==> config.mk <==
export PLATFORM = sky130hd
export DESIGN_NAME = scan_curb_candidate_finder_flat
export DESIGN_NICKNAME = d
export VERILOG_FILES = /design/src/rtl/core/scf_pkg.sv /design/src/rtl/core/scf_point_if.sv /design/src/rtl/core/scf_cand_if.sv /design/src/rtl/core/scf_datapath.sv /design/src/rtl/core/scf_ctrl.sv /design/src/rtl/core/scan_curb_candidate_finder.sv /design/src/flat_wrapper.sv
export SDC_FILE = /design/constraint.sdc
export NUM_CORES = 2
export LEC_CHECK = 0
export BUFFER_PORTS_ARGS = -buffer_cell sky130_fd_sc_hd__buf_2
export CORE_UTILIZATION = 45
export CTS_CLUSTER_DIAMETER = 50
export DETAILED_ROUTE_END_ITERATION = 10
export GPL_ROUTABILITY_DRIVEN = 0
export GPL_TIMING_DRIVEN = 0
export PLACE_DENSITY_LB_ADDON = 0.1
export SKIP_CTS_REPAIR_TIMING = 1
export SYNTH_ARGS = -nofsm -noshare
export SYNTH_HDL_FRONTEND = slang
export SYNTH_HIERARCHICAL = 1
export SYNTH_SLANG_ARGS = --single-unit
==> constraint.sdc <==
create_clock -name clk -period 11.55 [get_ports clk]
set_input_delay 1.7325 -clock clk [delete_from_list [all_inputs] [get_ports clk]]
set_output_delay 1.7325 -clock clk [all_outputs]
set_load 0.1 [all_outputs]
==> src/rtl/core/scf_pkg.sv <==
`timescale 1ns / 1ps
package scf_pkg;

    localparam int MAX_POINTS = 1024;
    localparam int HALF_WIN   = 5;
    localparam int WIN        = 2 * HALF_WIN + 1;
    localparam int COUNT_W    = $clog2(MAX_POINTS + 1);
    localparam int IDX_W      = 10;
    localparam int COORD_W    = 16;
    localparam int RANGE_W    = 16;
    localparam int RESP_W     = 20;
    localparam int DIFF_W     = RESP_W + 1;
    localparam int THRESH_W   = 17;
    localparam int RAD_W      = 32;
    localparam int ROOT_STEPS = RANGE_W;
    localparam int STEP_W     = $clog2(ROOT_STEPS);
    localparam int RAMP_STEP  = 50;

    localparam logic [THRESH_W-1:0] THRESH_RESET = THRESH_W'(600);

    typedef enum logic [1:0] {
        KIND_MAX = 2'd0,
        KIND_MIN = 2'd1,
        KIND_END = 2'd2
    } kind_t;

    typedef enum logic [1:0] {
        TAP_NONE,
        TAP_PLUS,
        TAP_MINUS,
        TAP_MINUS2
    } tap_weight_t;

    typedef struct packed {
        logic              load;
        logic              mul_x;
        logic              mul_y;
        logic              root_init;
        logic              root_step;
        logic [STEP_W-1:0] step;
        logic              push_point;
        logic              flush_init;
        logic              push_ramp;
        logic              emit_cand;
        logic              emit_end;
    } cmd_t;

    typedef struct packed {
        logic drop;
        logic last;
        logic push_decide;
        logic hit;
        logic out_busy;
        logic flush_done;
        logic flush_decide;
    } status_t;

    // weight of the old window entry that lands at each tap after the shift
    function automatic tap_weight_t tap_weight(input logic [STEP_W-1:0] tap);
        tap_weight_t w;
        unique case (tap)
            4'd1, 4'd2, 4'd3, 4'd9, 4'd10: w = TAP_PLUS;
            4'd4, 4'd5, 4'd7, 4'd8:        w = TAP_MINUS;
            4'd6:                          w = TAP_MINUS2;
            default:                       w = TAP_NONE;
        endcase
        return w;
    endfunction

    function automatic logic signed [RESP_W-1:0] ramp_resp(input logic [COUNT_W-1:0] m);
        logic [RESP_W-1:0] p;
        p = RESP_W'(m) * RESP_W'(RAMP_STEP);
        return signed'(p);
    endfunction

endpackage

==> src/rtl/core/scf_point_if.sv <==
`timescale 1ns / 1ps
interface scf_point_if;
    logic                                valid;
    logic                                ready;
    logic signed [scf_pkg::COORD_W-1:0] x_mm;
    logic signed [scf_pkg::COORD_W-1:0] y_mm;
    logic                                last_point;

    modport source (output valid, output x_mm, output y_mm, output last_point, input ready);
    modport sink   (input valid, input x_mm, input y_mm, input last_point, output ready);
endinterface

==> src/rtl/core/scf_cand_if.sv <==
`timescale 1ns / 1ps
interface scf_cand_if;
    logic                      valid;
    logic                      ready;
    logic [scf_pkg::IDX_W-1:0] point_index;
    logic [1:0]                extremum_kind;
    logic                      scan_end;

    modport source (output valid, output point_index, output extremum_kind, output scan_end,
                    input ready);
    modport sink   (input valid, input point_index, input extremum_kind, input scan_end,
                    output ready);
endinterface

==> src/rtl/core/scf_datapath.sv <==
`timescale 1ns / 1ps
module scf_datapath (
    input  logic                                 clk,
    input  logic                                 rst_n,
    input  scf_pkg::cmd_t                        cmd,
    output scf_pkg::status_t                     st,
    input  logic signed [scf_pkg::COORD_W-1:0]   x_mm,
    input  logic signed [scf_pkg::COORD_W-1:0]   y_mm,
    input  logic                                 last_point,
    input  logic                                 cfg_wr_en,
    input  logic [scf_pkg::THRESH_W-1:0]         cfg_wr_data,
    input  logic                                 out_ready,
    output logic                                 out_valid,
    output logic [scf_pkg::IDX_W-1:0]            out_index,
    output logic [1:0]                           out_kind,
    output logic                                 out_end
);

    logic signed [scf_pkg::COORD_W-1:0]   x_reg;
    logic signed [scf_pkg::COORD_W-1:0]   y_reg;
    logic                                 last_reg;
    logic [scf_pkg::RAD_W-2:0]            mul_reg;
    logic [scf_pkg::RAD_W-1:0]            rad_reg;
    logic [scf_pkg::RAD_W-1:0]            root_reg;
    logic signed [scf_pkg::RESP_W-1:0]    acc_reg;
    logic [scf_pkg::RANGE_W-1:0]          range_reg [scf_pkg::WIN];
    logic signed [scf_pkg::RESP_W-1:0]    resp_reg [scf_pkg::WIN];
    logic [scf_pkg::COUNT_W-1:0]          count_reg;
    logic [scf_pkg::COUNT_W-1:0]          fm_reg;
    logic [scf_pkg::IDX_W-1:0]            dec_idx_reg;
    logic [scf_pkg::THRESH_W-1:0]         thresh_reg;
    logic                                 out_valid_reg;
    logic [scf_pkg::IDX_W-1:0]            out_index_reg;
    logic [1:0]                           out_kind_reg;
    logic                                 out_end_reg;

    logic signed [scf_pkg::COORD_W-1:0]   mul_op;
    logic signed [2*scf_pkg::COORD_W-1:0] mul_full;
    logic [scf_pkg::RAD_W-1:0]            root_bit;
    logic [scf_pkg::RAD_W-1:0]            trial;
    logic [scf_pkg::STEP_W-1:0]           tap_idx;
    logic signed [scf_pkg::RESP_W-1:0]    tap_ext;
    logic signed [scf_pkg::RESP_W-1:0]    acc_next;
    logic [scf_pkg::RANGE_W-1:0]          root16;
    logic [scf_pkg::COUNT_W-1:0]          m_pt;
    logic signed [scf_pkg::RESP_W-1:0]    pt_resp;
    logic signed [scf_pkg::RESP_W-1:0]    resp_in;
    logic                                 resp_push;
    logic signed [scf_pkg::DIFF_W-1:0]    thr_s;
    logic signed [scf_pkg::DIFF_W-1:0]    diff [scf_pkg::WIN];
    logic                                 is_max;
    logic                                 is_min;
    logic                                 any_above;
    logic                                 any_below;
    logic                                 hit_max;
    logic                                 hit_min;

    // shared squarer
    assign mul_op   = cmd.mul_y ? y_reg : x_reg;
    assign mul_full = mul_op * mul_op;

    // one restoring square root step
    assign root_bit = {2'b01, {(scf_pkg::RAD_W-2){1'b0}}} >> {cmd.step, 1'b0};
    assign trial    = root_reg + root_bit;

    // response partial sum over the old window while the root runs
    assign tap_idx = cmd.step + scf_pkg::STEP_W'(1);
    assign tap_ext = signed'({{(scf_pkg::RESP_W-scf_pkg::RANGE_W){1'b0}}, range_reg[tap_idx]});

    always_comb
    begin
        unique case (scf_pkg::tap_weight(tap_idx))
            scf_pkg::TAP_PLUS:   acc_next = acc_reg + tap_ext;
            scf_pkg::TAP_MINUS:  acc_next = acc_reg - tap_ext;
            scf_pkg::TAP_MINUS2: acc_next = acc_reg - (tap_ext <<< 1);
            default:             acc_next = acc_reg;
        endcase
    end

    assign root16  = root_reg[scf_pkg::RANGE_W-1:0];
    assign m_pt    = count_reg - scf_pkg::COUNT_W'(scf_pkg::HALF_WIN);
    assign pt_resp = (m_pt < scf_pkg::COUNT_W'(scf_pkg::HALF_WIN))
                   ? scf_pkg::ramp_resp(m_pt)
                   : acc_reg + signed'({{(scf_pkg::RESP_W-scf_pkg::RANGE_W){1'b0}}, root16});
    assign resp_in   = cmd.push_ramp ? scf_pkg::ramp_resp(fm_reg) : pt_resp;
    assign resp_push = cmd.push_ramp
                    || (cmd.push_point && count_reg >= scf_pkg::COUNT_W'(scf_pkg::HALF_WIN));

    // extremum test on the window centre
    assign thr_s = signed'({{(scf_pkg::DIFF_W-scf_pkg::THRESH_W){1'b0}}, thresh_reg});

    always_comb
    begin
        is_max    = 1'b1;
        is_min    = 1'b1;
        any_above = 1'b0;
        any_below = 1'b0;
        for (int j = 0; j < scf_pkg::WIN; j++)
        begin
            diff[j] = scf_pkg::DIFF_W'(resp_reg[scf_pkg::HALF_WIN])
                    - scf_pkg::DIFF_W'(resp_reg[j]);
            if (diff[j] > thr_s)
            begin
                any_above = 1'b1;
            end
            if (diff[j] < -thr_s)
            begin
                any_below = 1'b1;
            end
            if (j >= scf_pkg::HALF_WIN - 2 && j <= scf_pkg::HALF_WIN + 2
                && j != scf_pkg::HALF_WIN)
            begin
                if (!(diff[j] > 0))
                begin
                    is_max = 1'b0;
                end
                if (!(diff[j] < 0))
                begin
                    is_min = 1'b0;
                end
            end
        end
    end

    assign hit_max = is_max && any_above;
    assign hit_min = is_min && any_below;

    assign st.drop         = count_reg >= scf_pkg::COUNT_W'(scf_pkg::MAX_POINTS);
    assign st.last         = last_reg;
    assign st.push_decide  = count_reg >= scf_pkg::COUNT_W'(3 * scf_pkg::HALF_WIN);
    assign st.hit          = hit_max || hit_min;
    assign st.out_busy     = out_valid_reg && !out_ready;
    assign st.flush_done   = fm_reg == count_reg;
    assign st.flush_decide = fm_reg >= scf_pkg::COUNT_W'(2 * scf_pkg::HALF_WIN);

    // control and windows
    always_ff @(posedge clk or negedge rst_n)
    begin
        if (!rst_n)
        begin
            last_reg      <= 1'b0;
            thresh_reg    <= scf_pkg::THRESH_RESET;
            count_reg     <= '0;
            out_valid_reg <= 1'b0;
            for (int i = 0; i < scf_pkg::WIN; i++)
            begin
                range_reg[i] <= '0;
                resp_reg[i]  <= '0;
            end
        end
        else
        begin
            if (cfg_wr_en)
            begin
                thresh_reg <= cfg_wr_data;
            end
            if (cmd.load)
            begin
                last_reg <= last_point;
            end
            if (cmd.emit_cand || cmd.emit_end)
            begin
                out_valid_reg <= 1'b1;
            end
            else if (out_ready)
            begin
                out_valid_reg <= 1'b0;
            end
            if (cmd.emit_end)
            begin
                count_reg <= '0;
                for (int i = 0; i < scf_pkg::WIN; i++)
                begin
                    range_reg[i] <= '0;
                    resp_reg[i]  <= '0;
                end
            end
            else
            begin
                if (cmd.push_point)
                begin
                    count_reg <= count_reg + scf_pkg::COUNT_W'(1);
                    for (int i = 0; i < scf_pkg::WIN - 1; i++)
                    begin
                        range_reg[i] <= range_reg[i+1];
                    end
                    range_reg[scf_pkg::WIN-1] <= root16;
                end
                if (resp_push)
                begin
                    for (int i = 0; i < scf_pkg::WIN - 1; i++)
                    begin
                        resp_reg[i] <= resp_reg[i+1];
                    end
                    resp_reg[scf_pkg::WIN-1] <= resp_in;
                end
            end
        end
    end

    // working payload
    always_ff @(posedge clk)
    begin
        if (cmd.load)
        begin
            x_reg <= x_mm;
            y_reg <= y_mm;
        end
        if (cmd.mul_x || cmd.mul_y)
        begin
            mul_reg <= mul_full[scf_pkg::RAD_W-2:0];
        end
        if (cmd.mul_y)
        begin
            rad_reg <= {1'b0, mul_reg};
        end
        else if (cmd.root_init)
        begin
            rad_reg <= rad_reg + {1'b0, mul_reg};
        end
        else if (cmd.root_step && rad_reg >= trial)
        begin
            rad_reg <= rad_reg - trial;
        end
        if (cmd.root_init)
        begin
            root_reg <= '0;
            acc_reg  <= '0;
        end
        else if (cmd.root_step)
        begin
            acc_reg <= acc_next;
            if (rad_reg >= trial)
            begin
                root_reg <= (root_reg >> 1) + root_bit;
            end
            else
            begin
                root_reg <= root_reg >> 1;
            end
        end
        if (cmd.flush_init)
        begin
            fm_reg <= (count_reg > scf_pkg::COUNT_W'(scf_pkg::HALF_WIN))
                    ? count_reg - scf_pkg::COUNT_W'(scf_pkg::HALF_WIN) : '0;
        end
        else if (cmd.push_ramp)
        begin
            fm_reg <= fm_reg + scf_pkg::COUNT_W'(1);
        end
        if (cmd.push_point)
        begin
            dec_idx_reg <= scf_pkg::IDX_W'(m_pt - scf_pkg::COUNT_W'(scf_pkg::HALF_WIN));
        end
        else if (cmd.push_ramp)
        begin
            dec_idx_reg <= scf_pkg::IDX_W'(fm_reg - scf_pkg::COUNT_W'(scf_pkg::HALF_WIN));
        end
        if (cmd.emit_cand)
        begin
            out_index_reg <= dec_idx_reg;
            out_kind_reg  <= hit_max ? scf_pkg::KIND_MAX : scf_pkg::KIND_MIN;
            out_end_reg   <= 1'b0;
        end
        else if (cmd.emit_end)
        begin
            out_index_reg <= '0;
            out_kind_reg  <= scf_pkg::KIND_END;
            out_end_reg   <= 1'b1;
        end
    end

    assign out_valid = out_valid_reg;
    assign out_index = out_index_reg;
    assign out_kind  = out_kind_reg;
    assign out_end   = out_end_reg;

endmodule

==> src/rtl/core/scf_ctrl.sv <==
`timescale 1ns / 1ps
module scf_ctrl (
    input  logic             clk,
    input  logic             rst_n,
    input  logic             in_valid,
    input  logic             in_last,
    output logic             in_ready,
    input  scf_pkg::status_t st,
    output scf_pkg::cmd_t    cmd
);

    typedef enum logic [3:0] {
        S_IDLE,
        S_MUL_X,
        S_MUL_Y,
        S_ROOT_INIT,
        S_ROOT,
        S_PUSH,
        S_DECIDE,
        S_FLUSH_INIT,
        S_FLUSH,
        S_END
    } state_t;

    state_t                      state_reg;
    state_t                      state_next;
    logic [scf_pkg::STEP_W-1:0]  step_reg;
    logic [scf_pkg::STEP_W-1:0]  step_next;
    logic                        flush_reg;
    logic                        flush_next;

    always_ff @(posedge clk or negedge rst_n)
    begin
        if (!rst_n)
        begin
            state_reg <= S_IDLE;
            step_reg  <= '0;
            flush_reg <= 1'b0;
        end
        else
        begin
            state_reg <= state_next;
            step_reg  <= step_next;
            flush_reg <= flush_next;
        end
    end

    assign in_ready = state_reg == S_IDLE;

    always_comb
    begin
        state_next = state_reg;
        step_next  = step_reg;
        flush_next = flush_reg;
        cmd        = '0;
        unique case (state_reg)
            S_IDLE:
            begin
                if (in_valid)
                begin
                    cmd.load = 1'b1;
                    if (!st.drop)
                    begin
                        state_next = S_MUL_X;
                    end
                    else if (in_last)
                    begin
                        state_next = S_FLUSH_INIT;
                    end
                end
            end
            S_MUL_X:
            begin
                cmd.mul_x  = 1'b1;
                state_next = S_MUL_Y;
            end
            S_MUL_Y:
            begin
                cmd.mul_y  = 1'b1;
                state_next = S_ROOT_INIT;
            end
            S_ROOT_INIT:
            begin
                cmd.root_init = 1'b1;
                step_next     = '0;
                state_next    = S_ROOT;
            end
            S_ROOT:
            begin
                cmd.root_step = 1'b1;
                cmd.step      = step_reg;
                step_next     = step_reg + scf_pkg::STEP_W'(1);
                if (step_reg == scf_pkg::STEP_W'(scf_pkg::ROOT_STEPS - 1))
                begin
                    state_next = S_PUSH;
                end
            end
            S_PUSH:
            begin
                cmd.push_point = 1'b1;
                if (st.push_decide)
                begin
                    state_next = S_DECIDE;
                end
                else if (st.last)
                begin
                    state_next = S_FLUSH_INIT;
                end
                else
                begin
                    state_next = S_IDLE;
                end
            end
            S_DECIDE:
            begin
                if (!st.hit || !st.out_busy)
                begin
                    cmd.emit_cand = st.hit;
                    if (flush_reg)
                    begin
                        state_next = S_FLUSH;
                    end
                    else if (st.last)
                    begin
                        state_next = S_FLUSH_INIT;
                    end
                    else
                    begin
                        state_next = S_IDLE;
                    end
                end
            end
            S_FLUSH_INIT:
            begin
                cmd.flush_init = 1'b1;
                flush_next     = 1'b1;
                state_next     = S_FLUSH;
            end
            S_FLUSH:
            begin
                if (st.flush_done)
                begin
                    state_next = S_END;
                end
                else
                begin
                    cmd.push_ramp = 1'b1;
                    if (st.flush_decide)
                    begin
                        state_next = S_DECIDE;
                    end
                end
            end
            S_END:
            begin
                if (!st.out_busy)
                begin
                    cmd.emit_end = 1'b1;
                    flush_next   = 1'b0;
                    state_next   = S_IDLE;
                end
            end
            default:
            begin
                state_next = S_IDLE;
            end
        endcase
    end

endmodule

==> src/rtl/core/scan_curb_candidate_finder.sv <==
`timescale 1ns / 1ps
// a stored point passes from acceptance to the next ready through 2 squaring steps,
// 1 root setup, 16 shared square root steps, 1 push and 1 decide that registers a candidate
// the first 15 points of a scan skip the decide; a full output register stalls
// a dropped point past the point limit is not stored, and unless it is last, ready stays high
// a last point adds a flush setup and a ramp push per flushed index, the end item comes last
// reset clears the range and response windows and the point count, threshold resets to 600
module scan_curb_candidate_finder (
    input  logic                          clk,
    input  logic                          rst_n,
    scf_point_if.sink                     points,
    scf_cand_if.source                    cands,
    input  logic                          cfg_wr_en,
    input  logic [scf_pkg::THRESH_W-1:0]  cfg_wr_data
);

    scf_pkg::cmd_t    cmd;
    scf_pkg::status_t st;

    scf_ctrl u_ctrl (
        .clk      (clk),
        .rst_n    (rst_n),
        .in_valid (points.valid),
        .in_last  (points.last_point),
        .in_ready (points.ready),
        .st       (st),
        .cmd      (cmd)
    );

    scf_datapath u_datapath (
        .clk         (clk),
        .rst_n       (rst_n),
        .cmd         (cmd),
        .st          (st),
        .x_mm        (points.x_mm),
        .y_mm        (points.y_mm),
        .last_point  (points.last_point),
        .cfg_wr_en   (cfg_wr_en),
        .cfg_wr_data (cfg_wr_data),
        .out_ready   (cands.ready),
        .out_valid   (cands.valid),
        .out_index   (cands.point_index),
        .out_kind    (cands.extremum_kind),
        .out_end     (cands.scan_end)
    );

endmodule

==> src/flat_wrapper.sv <==
// flat-port wrapper written by rule: the top's interface ports become plain ports
module scan_curb_candidate_finder_flat 
  (clk, rst_n, cfg_wr_en, cfg_wr_data, points_valid, points_x_mm, points_y_mm, points_last_point, points_ready, cands_valid, cands_point_index, cands_extremum_kind, cands_scan_end, cands_ready);
  scf_point_if points_i ();
  scf_cand_if cands_i ();
  input  logic clk;
  input  logic rst_n;
  input  logic cfg_wr_en;
  input  logic [scf_pkg::THRESH_W-1:0] cfg_wr_data;
  input wire logic [$bits(points_i.valid)-1:0] points_valid;
  input wire logic [$bits(points_i.x_mm)-1:0] points_x_mm;
  input wire logic [$bits(points_i.y_mm)-1:0] points_y_mm;
  input wire logic [$bits(points_i.last_point)-1:0] points_last_point;
  output wire logic [$bits(points_i.ready)-1:0] points_ready;
  output wire logic [$bits(cands_i.valid)-1:0] cands_valid;
  output wire logic [$bits(cands_i.point_index)-1:0] cands_point_index;
  output wire logic [$bits(cands_i.extremum_kind)-1:0] cands_extremum_kind;
  output wire logic [$bits(cands_i.scan_end)-1:0] cands_scan_end;
  input wire logic [$bits(cands_i.ready)-1:0] cands_ready;
  assign points_i.valid = points_valid;
  assign points_i.x_mm = points_x_mm;
  assign points_i.y_mm = points_y_mm;
  assign points_i.last_point = points_last_point;
  assign points_ready = points_i.ready;
  assign cands_valid = cands_i.valid;
  assign cands_point_index = cands_i.point_index;
  assign cands_extremum_kind = cands_i.extremum_kind;
  assign cands_scan_end = cands_i.scan_end;
  assign cands_i.ready = cands_ready;
  scan_curb_candidate_finder u_core (.clk(clk), .rst_n(rst_n), .points(points_i), .cands(cands_i), .cfg_wr_en(cfg_wr_en), .cfg_wr_data(cfg_wr_data));
endmodule
==> metrics.md <==
| Metric | Value |
|---|---|
| Worst hold endpoint | `u_core/u_datapath/out_end` |
| Hold path cells | `2` |
| Fill cells | `13402` |
| Gate Count Post-Synth | `7194` |
| Post-route insts no fill | `9343` |
| Clock Latency Late Sink | `0.78 ns` |
| Top Family by Delay on Critical Path | `adder cells` |
| Max FO, Critical Path | `10` |
| Syn_nets | `8415` |
| GRT Util Overall | `29.0%` |
| Crit-path slowest cell | `nor3_1` |
| Max-Cap Viols | `1` |
| Core area | `140000 µm²` |
| DRC | `0` |
| Vias in the first global route | `52840` |
| Startpoint Class | `register` |
| Status | `finished with violations` |
| Via-per-instance ratio | `5.82` |
| Die Height | `378 µm` |
| FP Rows | `137` |
| Drt initial violations | `4291` |
| #FFs+latches synth | `615` |
| Final Hold Fails | `0` |
| FFs w/ async S/R, synth | `70.7%` |
| Crit path time final | `10.61 ns` |
| CTS tree | `done` |
| Worst r2r dst | `u_core/u_datapath/mul_reg[30]` |
| Die area | `143000 µm²` |
| Worst hold path class | `register to register` |
| Hold WS | `0.471 ns` |
| Drt pass-1 iters | `6` |
| Main synth FF type | `dfrtp_1` |
| Worst r2r path cells | `27` |
| Seq/Total Area, Yosys | `24.8%` |
| IO buf count | `69` |
| Pins Over Slew Limit | `13` |
| Crit path required time | `12.03 ns` |
| Synth cell types | `99` |
| Worst min-delay path startpoint | `u_core/u_datapath/out_end` |
| CP bufs+invs | `8` |
| Routed wire length per instance | `22.3 µm` |
| CP peak stage delay | `0.83 ns` |
| Number of synthesized flops with an enable pin | `126` |
| CTS clock-pin slew for the worst setup and hold paths | `0.05 ns` |
| Die width | `378 µm` |
| Most common cell on crit path | `fa_1` |
| Setup TNS | `0 ns` |
| Setup Crit Path Kind | `register to register` |
| Total grt overflow | `0` |
| Reg2Reg Setup Slack | `0.94 ns` |
| Worst-Margin Slew | `1.51 ns` |
| Reg-to-reg startpoint | `u_core/u_ctrl/state_reg[3]` |
| Crit path capture type | `register` |
| Crit path DAT | `11.09 ns` |
| CTS Buf Count | `98` |
| Largest net degree at the start of global routing | `100` |
| RSZ-0062 raised after global routing | `no` |
| Layout cells sized above 1 | `5.50%` |
| Initial Utilization | `45.5%` |
| H-tree depth | `3` |
| IO Pins | `70` |
| Cell Area, Synth | `63600 µm²` |
| DRT antenna net count | `0` |
| Final nets | `8603` |
| Synthesis-to-finish area growth | `10.7%` |
| Final wirelength | `208000 µm` |
| Synth warn | `6` |
| Ant. Diodes | `0` |
| Clock buffer depth | `3` |
| Avg Cell Area, Syn | `8.84 µm²` |
| Max reg flops | `220` |
| Clock skew after layout | `0.0556 ns` |
| Failing checks | `capacitance limit, slew limit` |
| CTS sink count | `615` |
| Dpl hpwl | `161000 µm` |
| Final worst-path cycle share | `91.9%` |
| Dpl cells | `9157` |
| First-pass GRT wire length | `315000 µm` |
| CTS Root Cell | `clkbuf_16` |
| Slew headroom | `-0.751%` |
| Final setup fails | `0` |
| Max frequency | `0.0942 GHz` |
| Total number of vias | `54377` |
| Antenna violations before repair | `3` |
-- kinds of logic (layout without fill, tap and decap cells) --
group / after synthesis / after routing / share of synthesized area [%]
simple gates: 1956 / 1956 / 14.3
compound gates: 1759 / 1759 / 18.2
fa+ha+maj: 1166 / 1166 / 26.0
buf+inv: 1006 / 1279 / 5.97
flops: 615 / 615 / 24.8
xor+xnor: 419 / 419 / 5.80
mux: 273 / 273 / 4.97
-- worst min-delay path: cells and delay by family, from the launching register on --
kind	cells	cell delay [ns]
AND/OR/NAND/NOR	2	0.12
flip-flops	1	0.32
-- metal layers --
metal	up-vias	track usage (%)	routed length, µm
li1	25885	-	-
met1	26557	40.2	94500
met2	1584	45.4	91500
met3	351	4.33	13600
met4	0	11.0	8350
met5	-	0	0
-- cell type report --
cell class	instances	area [µm²]	share of cell area [%]
Buffer	241	922	1.31
Clock buffer	115	2630	3.73
Clock inverter	70	1000	1.42
Inverter	765	2870	4.08
Multi-Input combinational cell	5573	44200	62.7
Sequential cell	615	15800	22.4
Tap cell	1876	2350	3.33
Timing Repair Buffer	88	703	0.999
-- worst max path at each step --
stage | cells past startpoint | from | end | slack (ns)
3_3_place_gp | 1 | rst_n | u_core/u_datapath/range_reg[76] | -0.83
4_1_cts | 27 | u_core/u_ctrl/state_reg[3] | u_core/u_datapath/mul_reg[30] | 0.96
2_1_floorplan | 28 | u_core/u_ctrl/state_reg[0] | u_core/u_datapath/mul_reg[29] | 3.42
5_1_grt | 27 | u_core/u_ctrl/state_reg[3] | u_core/u_datapath/mul_reg[30] | 0.35
6_report | 27 | u_core/u_ctrl/state_reg[3] | u_core/u_datapath/mul_reg[30] | 0.94
3_5_place_dp | 27 | u_core/u_ctrl/state_reg[3] | u_core/u_datapath/mul_reg[30] | 1.02
-- synthesized netlist by cell type (all sizes together) (20+ instances only) --
cell | count | area share (%)
and2 | 61 | 0.60
o31ai | 201 | 2.4
nand3 | 87 | 0.68
o21ai | 341 | 2.7
nor2 | 667 | 3.9
a31oi | 67 | 0.67
fa | 259 | 8.2
o211ai | 47 | 0.55
ha | 907 | 18
buf | 38 | 0.25
o21bai | 53 | 0.63
dfrtp | 431 | 17
clkbuf | 203 | 1.2
or2 | 22 | 0.22
and3 | 60 | 0.59
a211oi | 95 | 1.1
nand4 | 77 | 0.76
xnor2 | 268 | 3.7
nor2b | 84 | 0.83
or3 | 37 | 0.37
a221oi | 24 | 0.33
o21a | 88 | 1.0
o22ai | 22 | 0.22
dfxtp | 54 | 1.7
o31a | 22 | 0.30
nor3 | 97 | 0.76
mux4 | 32 | 1.1
a21oi | 426 | 3.4
mux2 | 20 | 0.36
a21o | 177 | 2.1
edfxtp | 126 | 6.0
nand2b | 89 | 0.88
xor2 | 150 | 2.1
a2111oi | 23 | 0.32
nor4 | 30 | 0.30
inv | 760 | 4.5
nand2 | 571 | 3.4
mux2i | 221 | 3.5
-- metrics by stage --
stage / utilization (%) / area [µm²] / worst slack (ns)
finish: 50.3 / 70400 / 0.939
floorplan: - / 63600 / 3.42
CTS: 50.3 / 70400 / 0.958
detailed placement: 47.7 / 66700 / 1.02
global route: 50.3 / 70400 / 0.349
global placement: 47.4 / 66300 / -0.834
-- placed cells by master, fill, tap and decap left out, types with 54 or more instances in the layout --
cell type / count
ha_1: 907
inv_1: 758
nor2_1: 666
nand2_1: 571
dfrtp_1: 430
a21oi_1: 424
o21ai_0: 340
fa_1: 259
xnor2_1: 257
mux2i_1: 221
clkbuf_1: 210
o31ai_1: 201
a21o_1: 177
xor2_1: 149
edfxtp_1: 126
clkbuf_16: 99
nor3_1: 97
a211oi_1: 94
nand2b_1: 88
o21a_1: 88
nand3_1: 87
nor2b_1: 84
buf_2: 77
nand4_1: 77
a31oi_1: 66
and2_1: 60
and3_1: 60
dfxtp_1: 54
Power is left out: the tool's default activity adds up to more than one toggle a clock period on the data nets, which glitch-free logic cannot reach.
